[src/hdl/base64_stream_decoder_assert.svh]
// Assertion macros shared by the decoder RTL.
// Each macro expands to one labeled concurrent assertion that is disabled
// while the asynchronous reset is asserted.
`ifndef BASE64_STREAM_DECODER_ASSERT_SVH
`define BASE64_STREAM_DECODER_ASSERT_SVH

// Same-cycle implication.
`define B64SD_ASSERT_NOW(label, clk, rst_n, ante, cons) \
	label: assert property (@(posedge clk) disable iff (!rst_n) (ante) |-> (cons)) \
		else $error("decoder assertion failed");

// Next-cycle implication.
`define B64SD_ASSERT_NEXT(label, clk, rst_n, ante, cons) \
	label: assert property (@(posedge clk) disable iff (!rst_n) (ante) |=> (cons)) \
		else $error("decoder assertion failed");

`endif

[src/hdl/b64sd_pkg.sv]
package b64sd_pkg;

	// Input beat: one raw character and the end-of-message mark.
	typedef struct packed {
		logic [7:0] char_in;
		logic       end_of_message;
	} chr_beat_t;

	// Output beat: one result for every character.
	typedef struct packed {
		logic       byte_valid;
		logic [7:0] data_byte;
		logic       message_done;
	} dec_beat_t;

	// Character lookup result between the map and the residue logic.
	typedef struct packed {
		logic       hit;
		logic [5:0] value;
	} sextet_t;

	// Residue fill, counted in pairs of bits (0, 2, 4 or 6 bits held).
	typedef enum logic [1:0] {
		FILL_0 = 2'd0,
		FILL_2 = 2'd1,
		FILL_4 = 2'd2,
		FILL_6 = 2'd3
	} fill_t;

	localparam logic [7:0] CHAR_UPPER_A = 8'h41;
	localparam logic [7:0] CHAR_UPPER_Z = 8'h5A;
	localparam logic [7:0] CHAR_LOWER_A = 8'h61;
	localparam logic [7:0] CHAR_LOWER_Z = 8'h7A;
	localparam logic [7:0] CHAR_DIGIT_0 = 8'h30;
	localparam logic [7:0] CHAR_DIGIT_9 = 8'h39;
	localparam logic [7:0] CHAR_PLUS    = 8'h2B;
	localparam logic [7:0] CHAR_MINUS   = 8'h2D;
	localparam logic [7:0] CHAR_SLASH   = 8'h2F;
	localparam logic [7:0] CHAR_UNDER   = 8'h5F;

	localparam logic [5:0] SEXTET_LOWER_BASE = 6'd26;
	localparam logic [5:0] SEXTET_DIGIT_BASE = 6'd52;
	localparam logic [5:0] SEXTET_62         = 6'd62;
	localparam logic [5:0] SEXTET_63         = 6'd63;

endpackage

[src/hdl/base64_stream_decoder.sv]
// Lenient base64 stream decoder, one character per beat.
// Input channel chr_*: chr_data carries one raw character and an
// end-of-message mark. Output channel dec_*: exactly one result beat per
// input beat, carrying byte_valid, the decoded byte (zero when none) and
// message_done, a copy of the end-of-message mark.
// Both alphabets are decoded ('+'/'-' = 62, '/'/'_' = 63); every other
// character, padding included, leaves the residue alone but for an end mark.
// A beat passes an input register, then a result register, to reach dec_*.
// Throughput: one beat per cycle unless the receiver stalls; the residue
// update is a single lookup, shift and select between the two registers.
// When the receiver stalls, the result register holds and the input
// register still takes one more beat; chr_ready falls once both are full.
// Reset clears both valid flags and empties the residue; leftover bits at
// the end of a message are discarded without a partial byte.
module base64_stream_decoder (
	input  logic                  clk,
	input  logic                  arst_n,
	input  logic                  chr_valid,
	output logic                  chr_ready,
	input  b64sd_pkg::chr_beat_t  chr_data,
	output logic                  dec_valid,
	input  logic                  dec_ready,
	output b64sd_pkg::dec_beat_t  dec_data
);
	import b64sd_pkg::*;

	`include "base64_stream_decoder_assert.svh"

	logic      valid_s1;
	chr_beat_t beat_s1;
	logic      valid_s2;
	dec_beat_t beat_s2;
	logic      load_s2;
	logic      advance;
	sextet_t   sextet;
	fill_t     fill_q;
	fill_t     fill_next;
	logic [5:0] residue_q;
	logic [5:0] residue_next;
	dec_beat_t result;

	// Pipeline flow control.
	assign load_s2   = !valid_s2 || dec_ready;
	assign advance   = valid_s1 && load_s2;
	assign chr_ready = !valid_s1 || load_s2;
	assign dec_valid = valid_s2;
	assign dec_data  = beat_s2;

	// Input register.
	always_ff @(posedge clk or negedge arst_n) begin
		if (!arst_n) begin
			valid_s1 <= 1'b0;
		end else if (chr_ready) begin
			valid_s1 <= chr_valid;
		end
	end

	always_ff @(posedge clk) begin
		if (chr_ready && chr_valid) begin
			beat_s1 <= chr_data;
		end
	end

	b64sd_sextet u_sextet (
		.char_in (beat_s1.char_in),
		.sextet  (sextet)
	);

	// Residue update: a new sextet joins below the held bits. The new
	// residue after a hit is the low bits of the sextet, unless an end mark
	// clears it; bits above the fill level are never read.
	always_comb begin
		result.byte_valid   = 1'b0;
		result.data_byte    = '0;
		result.message_done = beat_s1.end_of_message;
		fill_next           = fill_q;
		residue_next        = residue_q;
		if (sextet.hit) begin
			residue_next = sextet.value;
			unique case (fill_q)
				FILL_0: begin
					fill_next = FILL_6;
				end
				FILL_2: begin
					fill_next         = FILL_0;
					result.byte_valid = 1'b1;
					result.data_byte  = {residue_q[1:0], sextet.value};
				end
				FILL_4: begin
					fill_next         = FILL_2;
					result.byte_valid = 1'b1;
					result.data_byte  = {residue_q[3:0], sextet.value[5:2]};
				end
				FILL_6: begin
					fill_next         = FILL_4;
					result.byte_valid = 1'b1;
					result.data_byte  = {residue_q, sextet.value[5:4]};
				end
				default: begin
					fill_next = FILL_0;
				end
			endcase
		end
		if (beat_s1.end_of_message) begin
			fill_next    = FILL_0;
			residue_next = '0;
		end
	end

	// Residue state.
	always_ff @(posedge clk or negedge arst_n) begin
		if (!arst_n) begin
			fill_q    <= FILL_0;
			residue_q <= '0;
		end else if (advance) begin
			fill_q    <= fill_next;
			residue_q <= residue_next;
		end
	end

	// Result register.
	always_ff @(posedge clk or negedge arst_n) begin
		if (!arst_n) begin
			valid_s2 <= 1'b0;
		end else if (load_s2) begin
			valid_s2 <= valid_s1;
		end
	end

	always_ff @(posedge clk) begin
		if (advance) begin
			beat_s2 <= result;
		end
	end

	// The residue moves only when a beat passes into the result register.
	`B64SD_ASSERT_NEXT(a_fill_hold, clk, arst_n, !advance, $stable(fill_q) && $stable(residue_q))
	// An end-of-message beat always leaves the residue empty.
	`B64SD_ASSERT_NEXT(a_eom_clears, clk, arst_n, advance && beat_s1.end_of_message, fill_q == FILL_0)
	// A sextet arriving on a nonempty residue completes a byte.
	`B64SD_ASSERT_NEXT(a_byte_out, clk, arst_n, advance && sextet.hit && fill_q != FILL_0, dec_valid && dec_data.byte_valid)
	// A result without a byte carries a zero data field.
	`B64SD_ASSERT_NOW(a_zero_data, clk, arst_n, dec_valid && !dec_data.byte_valid, dec_data.data_byte == 8'd0)

endmodule

[src/hdl/b64sd_sextet.sv]
module b64sd_sextet (
	input  logic [7:0]        char_in,
	output b64sd_pkg::sextet_t sextet
);
	import b64sd_pkg::*;

	logic [7:0] off_upper;
	logic [7:0] off_lower;
	logic [7:0] off_digit;

	// Offsets from the start of each alphabet range.
	assign off_upper = char_in - CHAR_UPPER_A;
	assign off_lower = char_in - CHAR_LOWER_A;
	assign off_digit = char_in - CHAR_DIGIT_0;

	// Map both alphabets; anything else is reported as a miss.
	always_comb begin
		sextet.hit   = 1'b1;
		sextet.value = '0;
		if (char_in >= CHAR_UPPER_A && char_in <= CHAR_UPPER_Z) begin
			sextet.value = off_upper[5:0];
		end else if (char_in >= CHAR_LOWER_A && char_in <= CHAR_LOWER_Z) begin
			sextet.value = off_lower[5:0] + SEXTET_LOWER_BASE;
		end else if (char_in >= CHAR_DIGIT_0 && char_in <= CHAR_DIGIT_9) begin
			sextet.value = off_digit[5:0] + SEXTET_DIGIT_BASE;
		end else if (char_in == CHAR_PLUS || char_in == CHAR_MINUS) begin
			sextet.value = SEXTET_62;
		end else if (char_in == CHAR_SLASH || char_in == CHAR_UNDER) begin
			sextet.value = SEXTET_63;
		end else begin
			sextet.hit = 1'b0;
		end
	end

endmodule

[config.mk]
export PLATFORM = sky130hd
export DESIGN_NAME = base64_stream_decoder
export DESIGN_NICKNAME = d
export VERILOG_FILES = /design/src/hdl/b64sd_pkg.sv /design/src/hdl/base64_stream_decoder.sv /design/src/hdl/b64sd_sextet.sv
export VERILOG_INCLUDE_DIRS = /design/src /design/src/hdl
export SDC_FILE = /design/constraint.sdc
export NUM_CORES = 1
export LEC_CHECK = 0
export BUFFER_PORTS_ARGS = -buffer_cell sky130_fd_sc_hd__buf_2
export CAP_MARGIN = 20
export CORE_MARGIN = 8
export CORE_UTILIZATION = 35
export CTS_BUF_LIST = sky130_fd_sc_hd__clkbuf_16
export DETAILED_ROUTE_END_ITERATION = 16
export PLACE_DENSITY = 0.57
export SLEW_MARGIN = 0
export SYNTH_ARGS = -nofsm -noshare
export SYNTH_HDL_FRONTEND = slang
export SYNTH_SLANG_ARGS = --single-unit
[constraint.sdc]
create_clock -name clk -period 2.4 [get_ports clk]
set_input_delay 0.48 -clock clk [delete_from_list [all_inputs] [get_ports clk]]
set_output_delay 0.48 -clock clk [all_outputs]
set_load 0.05 [all_outputs]
### Word level (Yosys, flattened, before mapping)

Index checks and enable logic that the tools add are counted.

| word-level totals | value |
|---|---|
| flip-flop bits (word level) | 29 |
| input bits | 13 |
| output and inout port bits | 12 |
| logic and storage cells | 57 |

| cells by class | value |
|---|---|
| add/sub/neg operators | 5 |
| order comparisons | 6 |
| equality and inequality tests | 7 |
| mux-type cells | 16 |
| reductions and logical operators | 14 |

Operator list:

| kind | count |
|---|---|
| two-way mux 6 bit | 7 |
| case mux 9 bit (3 select lines) | 1 |
| equality test 8 x 6 -> 1 bit (second input constant) | 3 |
| >= comparator 8 x 7 -> 1 bit (second input constant) | 2 |
| less-or-equal comparator 8 x 7 -> 1 bit (second input constant) | 2 |
| subtractor 6 bit (second input constant) | 2 |
| equality test 8 x 7 -> 1 bit (second input constant) | 1 |
| >= comparator 8 x 6 -> 1 bit (second input constant) | 1 |
| less-or-equal comparator 8 x 6 -> 1 bit (second input constant) | 1 |
| case mux 2 bit (4 select lines) | 1 |
| adder 6 x 5 -> 6 bit (second input constant) | 1 |
| adder 6 bit (second input constant) | 1 |
| subtractor 6 x 1 -> 6 bit (second input constant) | 1 |
| logical AND 1 bit | 5 |
| two-way mux 1 bit | 5 |
| equality test 2 bit (second input constant) | 2 |
| logical OR 1 bit | 4 |
| two-way mux 2 bit | 2 |
| equality test 2 x 1 -> 1 bit (second input constant) | 1 |
| logical NOT 1 bit | 2 |
| logical NOT 2 bit | 1 |
| AND reduction 2 bit | 1 |
| nonzero test 2 bit | 1 |

### Logic depth before layout (Yosys ltp)

Gate-level depths: netlist of run 1.

| logic depth | value |
|---|---|
| depth after elaboration | 9 |
| depth in mapped cells | 9 |
| depth with buffers taken out | 8 |

### By module

From an unflattened synthesis of run 1, not the netlist that was laid out.

| second synthesis, totals | value |
|---|---|
| cell total of the unflattened synthesis | 171 |
| area total of the unflattened synthesis | 1929.4 um^2 |

By module, submodules not included:

| module | times used | cells each | area each (um^2) | sequential area each (um^2) |
|---|---|---|---|---|
| base64_stream_decoder | 1 | 81 | 1222.4 | 820.8 |
| b64sd_sextet | 1 | 90 | 706.9 | 0.0 |

### Least setup slack after synthesis of run 1

Ideal clock, no wire load.

| timing path | value |
|---|---|
| path type | register to register |
| start point | register beat_s1[3] (netlist name) |
| end point | register beat_s2 (netlist bit dec_data[4]) (data pin) |
| library setup time | 0.268 ns |
| arrival | 2.155 ns |
| data required time | 2.132 ns |
| path slack | -0.023 ns |
| stages on the path, launching flop included | 9 |
| path buffers | 0 |
| cell sequence | edfxtp_1 inv_1 ha_1 a21o_2 and3_1 or3_1 o32a_1 nand3_1 a21oi_1 |

| between the ends | value |
|---|---|
| word-level cells in the longest chain between the ends | 8 |

RTL lines:

| element | line | text |
|---|---|---|
| start: declaration | base64_stream_decoder.sv:30 | `chr_beat_t beat_s1;` |
| start signal: assignment | base64_stream_decoder.sv:60 | `beat_s1 <= chr_data;` |
| parallel branches: the longest is 8 deep, another holds subtractor 6 bit | - |  |
| end signal: assignment | base64_stream_decoder.sv:132 | `beat_s2 <= result;` |
| end: declaration | base64_stream_decoder.sv:32 | `dec_beat_t beat_s2;` |

Parallel ways; which one is timed is not known.
A chain may end at the register's enable or synchronous reset.

### Final worst setup path of run 1

Same ends and word-level chain as after synthesis.

==> results.md, run 1 <==
- Port bufs: 24
- Die width: ~90 um
- CTS root buf: clkbuf_16
- Setup crit start kind: flip-flop
- Crit-path slowest cell: edfxtp_1
- RSZ-0062 raised after global routing: true
- Post-DRT Antenna Nets: 0
- Cts bufs inserted: 5
- Seq/Total Area, Yosys: a little under half
- Vias: ~1600
- Power Density: approximately 710 nW/um^2
- Crit path arrival time: ~2.5 ns
- H-tree depth: 2
- Layout cells sized above 1: 37.07%
- First-pass GRT wire length: slightly above 7 mm
- Die Ht: a little under 90 um
- Period minus WS final: between 2 and 2.5 ns
- Hold Violations, Final: 0
- Skew-Pair Late Insertion Delay: 0.28 ns
- Hold Path Class: in2async
- Boundary Pins: 25
- Area after DPL: 2206 um^2
- Outcome: finished, violations left
- Final period utilization: 100.2%
- Die area: just under 8000 um^2
- # hold bufs at CTS: 0
- DRT Pass-1 Iters: 5
- CTS tree: yes
- GRT Resource Usage Total: 12.18%
- Leak: between 1 and 1.5 nW
- Fmax: around 0.42 GHz
- Least-Margin Pin Slew: between 0.3 and 0.4 ns
- Largest net degree at the start of global routing: 17
- Clock buffer depth: 2
- Relative slew slack: approximately three quarters
- Cells after Synth: between 150 and 200
- Avg Cell Area, Syn: just over 10 um^2
- WL final: 4.545 mm
- Slowest stage delay, CP: about 0.47 ns
- Clock transition at path regs: around 0.05 ns
- Syn Std Cell Area: 1818 um^2
- Dpl hpwl: between 3 and 4 mm
- Violated checks: setup timing
- Core Rows: 26
- Num Clock Sinks: 29
- WP data required: approximately 2.5 ns
- Initial antenna violation count: 0
- VDD IR max: between 0.3 and 0.4 mV
- Synth Warn #: 0
- Fin. max-slew vios: 0
- Routed WL per cell: roughly 15 um
- Core area: 5075 um^2
- Endpoint type of the worst setup path: flip-flop
- Max Cap Violations: 0
- #FFs+latches synth: 29
- Routability cong.: between 0.8 and 0.9
- Most used DFF post-synth: edfxtp_1
- Ant diodes: 0
- Synth Net Count: ~200
- DR iter-0 viols: 121
- Number of flops mapped to enable cells by yosys: 19
- CP Class: reg2reg
- Vias in the first global route: ~1500
- Setup Skew: 0.005292 ns
- Net count, final: 257
- Setup TNS Final: -0.003885 ns
- Non-filler cells, final: about 300
- Final Cell Area: between 2000 and 3000 um^2
- Starting Density: ~36%
- Total power: roughly 1.8 mW
- Critical path cell sequence: buf_6 -> or3_4 -> or4_1 -> or4_4 -> o311ai_4 -> a22oi_1 -> a21oi_1
- Grt ovf: 0
- Post-synth cell types: 52
- Via density: ~5.2
- Area grow syn2layout: 37.78%
- Final worst slack: -0.003885 ns
- Residual DRC count: 0
- Asr flop ratio synth: 34.48%
- Placed insts: 293
- Final setup violation count: 1
- Place WS: -0.06557 ns
- Max FO, Critical Path: 5
## state kept, by name (all words and copies together), names as in the netlist
register and cells:
fill_q 2, valid_s1 1, dec_data 10, beat_s1 9, dec_valid 1, residue_q 6
## cell families after synthesis
kind of cell,Yosys count,synth area share [%]
AND/OR/NAND/NOR,66,19.55
AO/OA/AOI/OAI,46,19.55
flip-flops,29,45.15
buffers and inverters,18,3.854
adder cells (fa/ha/maj),13,8.947
XOR/XNOR,5,2.409
multiplexers,1,0.5506
## report_power, final
group	switching (mW)	leakage [nW]	internal [mW]
Sequential	0.0412	0.315	0.593
Clock	0.212	0.0826	0.481
Combinational	0.275	0.609	0.165
## cell usage after synthesis, types with 2 or more instances
cell type	number	area, um^2
buf_2	2	10.01
a31oi_1	3	18.77
nor2b_1	4	25.02
o21ai_1	3	15.01
nand4_1	2	12.51
xor2_1	3	26.28
nor2_1	8	30.03
nand3_1	7	35.03
and2_1	2	12.51
nor4_1	2	12.51
nand3b_1	2	15.01
ha_1	13	162.7
inv_1	12	45.04
o21ai_0	6	30.03
dfrtp_1	10	250.2
nand2_1	21	78.83
and4_1	2	17.52
edfxtp_1	19	570.6
nor3_1	3	15.01
a222oi_1	5	50.05
xnor2_1	2	17.52
nand2b_1	4	25.02
or4_1	2	15.01
a22oi_1	2	15.01
a21oi_1	5	25.02
o31ai_1	4	30.03
buf_1	3	11.26
o21a_1	3	22.52
## path summary, 6_finish.rpt
check / start / endpoint / slack [ns] / depth (start not counted)
max reg2reg: beat_s1[3] / dec_data[4] / -0.004 / 7
min in group clk: chr_data[4] / beat_s1[4] / 0.37 / 1
min reg2reg: residue_q[4] / residue_q[4] / 0.50 / 2
max: beat_s1[3] / dec_data[4] / -0.004 / 7
min: arst_n / residue_q[1] / 0.05 / 1
max in group asynchronous: arst_n / valid_s1 / 2.16 / 1
## area by class of cell
cell class,count,area [um^2]
clock buffers,5,125.1
clock inverters,3,37.54
fillers,479,2570
inverters,12,45.04
multi-input cells,131,1051
flip-flops and latches,29,820.8
well taps,70,87.58
repair buffers,52,337.8
## per-layer routing
layer	part of all wire [%]	global-route usage, %	vias to the layer above
met5	0	0	-
met3	6.1	2.720	8
met4	2.2	6.452	0
met1	47	15.69	730
met2	45	18.47	58
li1	-	-	783
## what timing repair did
action	CTS	global route
pin swaps	2	14
setup endpoints to repair	5	9
gates resized for setup	2	30
setup buffers	0	2
hold endpoints to repair	0	0
## through the flow
stage	utilization, %	hold WS [ns]
6_report	49.36	0.05086
3_3_place_gp	43.47	0.3480
3_5_place_dp	43.47	0.3527
2_1_floorplan	-	0.1844
5_1_grt	49.36	0.06203
4_1_cts	46.89	0.05423
## worst max-delay path: cells and delay by family, from the launching register on
family	cells	cell delay [ns]
compound gates	3	0.40
buf+inv	1	0.16
simple gates	3	1.21
flops	1	0.47
## placed cells by master, fill, tap and decap left out, drive strengths merged, types with 3 or more instances in the layout
cell     n
dfrtp   10
nand3    7
a222oi   5
o31ai    4
nor3     3
buf     52
ha      13
clkbuf   5
nor2     8
o21ai    9
a31oi    3
nand2b   4
inv     13
nand2   21
o21a     3
nor2b    4
a21oi    5
edfxtp  19
xor2     3
No activity file was read; power rests on OpenSTA's default activity.
==> inputs of run 2 (changes only) <==
--- a/config.mk
+++ b/config.mk
@@ -7,12 +7,11 @@
 export NUM_CORES = 1
 export LEC_CHECK = 0
 export BUFFER_PORTS_ARGS = -buffer_cell sky130_fd_sc_hd__buf_2
-export CAP_MARGIN = 20
 export CORE_MARGIN = 8
 export CORE_UTILIZATION = 35
 export CTS_BUF_LIST = sky130_fd_sc_hd__clkbuf_16
 export DETAILED_ROUTE_END_ITERATION = 16
-export PLACE_DENSITY = 0.57
+export PLACE_DENSITY = 0.55
 export SLEW_MARGIN = 0
 export SYNTH_ARGS = -nofsm -noshare
 export SYNTH_HDL_FRONTEND = slang
==> constraint.sdc (replaced) <==
create_clock -name clk -period 3.07 [get_ports clk]
set_input_delay 0.614 -clock clk [delete_from_list [all_inputs] [get_ports clk]]
set_output_delay 0.614 -clock clk [all_outputs]
set_load 0.05 [all_outputs]
==> results.md, run 2 (synthesis results as in run 1) <==
- Clock transition at path regs: 0.05 ns (about the same)
- Least-Margin Pin Slew: 0.5297 ns (+0.1565 ns)
- First-pass GRT wire length: 6.906 mm (-4.2%)
- H-tree depth: 2 (unchanged)
- Grt ovf: 0 (unchanged)
- Sequential share of power: 40.2% (+4.3 points)
- Clock buffer depth: 2 (unchanged)
- # hold bufs at CTS: 0 (unchanged)
- R2R Setup Slk: 0.24 ns (+0.25 ns)
- Routability cong.: 0.8496 (-2.4%)
- Post-DRT Antenna Nets: 0 (unchanged)
- Routed WL per cell: 14.36 um (-4.6%)
- Vias in the first global route: 1447 (-3.8%)
- Final worst slack: 0.2443 ns (+0.2482 ns)
- Vias: 1463 (-7.3%)
- Clk pwr share: 36.0% (-3.2 points)
- Max Cap Violations: 0 (unchanged)
- CTS tree: yes
- Combinational power share: 23.8% (-1.1 points)
- Crit path from: beat_s1[3]
- Die width: 88.07 um (unchanged)
- Skew-Pair Late Insertion Delay: 0.27 ns (about the same)
- Switching Share: 31.07% (+1.2 points)
- Hold Path Class: in2async
- Relative slew slack: 64.45% (-11 points)
- Setup crit start kind: flip-flop
- Placed insts: 271 (-7.5%)
- Starting Density: 35.82% (unchanged)
- Initial antenna violation count: 0 (unchanged)
- VDD IR max: 0.3633 mV (+12%)
- Non-filler cells, final: 279 (-7.6%)
- DR iter-0 viols: 171 (+41%)
- R2r startpoint: beat_s1[3]
- Die Ht: 88.07 um (unchanged)
- Cts bufs inserted: 5 (unchanged)
- Port bufs: 24 (unchanged)
- WP data required: 3.09 ns (+0.57 ns)
- Commonest cells after routing, fill and taps aside: 24 x buf_2, 21 x nand2_1, 19 x edfxtp_1
- Core Rows: 26 (unchanged)
- Max reg flops: 10 (unchanged)
- Period minus WS final: 2.826 ns (+0.4218 ns)
- RSZ-0062 raised after global routing: false
- Area grow syn2layout: 19.75%
- Die area: 7756 um^2 (unchanged)
- DRT Pass-1 Iters: 6 (+1)
- Resized Gates After CTS: 0 (-2)
- Boundary Pins: 25 (unchanged)
- Ant diodes: 0 (unchanged)
- WL final: 4.006 mm (-12%)
- Dpl hpwl: 3.066 mm (-4.1%)
- Final period utilization: 92.04% (-8.1 points)
- Largest net degree at the start of global routing: 17 (unchanged)
- Fin. max-slew vios: 0 (unchanged)
- Final setup violation count: 0 (-1)
- Net count, final: 234 (-8.9%)
- Max FO, Critical Path: 8 (+3)
- Sw power: 0.3849 mW (-27%)
- Place WS: 0.3162 ns (+0.3818 ns)
- Endpoint type of the worst setup path: flip-flop
- Core area: 5075 um^2 (unchanged)
- CTS root buf: clkbuf_16
- Residual DRC count: 0 (unchanged)
- Setup Fix Bufs, Post-CTS: 0 (unchanged)
- Crit path arrival time: 2.84 ns (+0.32 ns)
- Commonest non-fill, non-tap cell in the layout: buf_2
- Setup Skew: 0.005356 ns (+0.00006448 ns)
- Outcome: completed
- Int Power: 0.8541 mW (-31%)
- Final Cell Area: 2177 um^2 (-13%)
- CP Class: reg2reg
- Setup TNS Final: 0 ns (+0.003885 ns)
- Num Clock Sinks: 29 (unchanged)
- Fmax: 0.3539 GHz (-15%)
- GRT Resource Usage Total: 11.48% (-0.70 points)
- Leak: 0.8724 nW (-13%)
- Area after DPL: 2038 um^2 (-7.6%)
- Hold Violations, Final: 0 (unchanged)
- Via density: 5.244 (+0.29%)
- Layout cells sized above 1: 20.10% (-17 points)
- Power Density: 569.1 nW/um^2 (-19%)
-- run 2: routing by layer --
metal / part of all wire, % / GRT usage, % / wire (um)
met1: 46 / 13.88 / 1854
met2: 45 / 17.51 / 1798
met3: 7.0 / 4.503 / 280
met4: 1.8 / 5.223 / 73
met5: 0 / 0 / 0
-- run 2: worst max-delay path, stage by stage, from the launching register on --
cell	delay, ns
edfxtp_1	0.51
inv_1	0.17
ha_1	0.30
a22o_1	0.27
o21a_1	0.18
a21oi_1	0.45
a311oi_1	0.28
a222oi_1	0.35
nor2_1	0.07
-- run 2: path summary, 6_finish.rpt --
path	endpoint	cells after the start
setup / recovery	dec_data[3]	8
setup reg to reg	dec_data[3]	8
hold / removal	residue_q[2]	1
max in group asynchronous	fill_q[1]	1
hold reg to reg	dec_valid	1
min in group clk	dec_valid	1
-- run 2: area by class of cell --
| class | instances | area, um^2 |
|---|---|---|
| clock buffer | 5 | 125.1 |
| clock inverter | 3 | 13.76 |
| fill | 531 | 2898 |
| inverter | 12 | 45.04 |
| multi-input combinational | 131 | 927.1 |
| sequential | 29 | 820.8 |
| tap | 70 | 87.58 |
| timing repair buffer | 29 | 157.7 |
-- run 2: power groups by stage --
stage	logic, mW	clock network (mW)	registers (mW)
after floorplan	0.179	0	0.539
final	0.295	0.446	0.499
after detailed placement	0.292	0	0.505
after global placement	0.294	0	0.505
after global routing	0.325	0.474	0.504
after CTS	0.293	0.457	0.498
-- run 2: stage by stage --
| stage | power [mW] | utilization (%) | hold WS (ns) |
|---|---|---|---|
| after floorplan | 0.7183 | - | 0.3184 |
| after global placement | 0.7992 | 40.16 | 0.4771 |
| after detailed placement | 0.7970 | 40.16 | 0.4850 |
| after CTS | 1.249 | 42.90 | 0.2013 |
| after global routing | 1.303 | 42.90 | 0.2075 |
| final | 1.239 | 42.90 | 0.1964 |
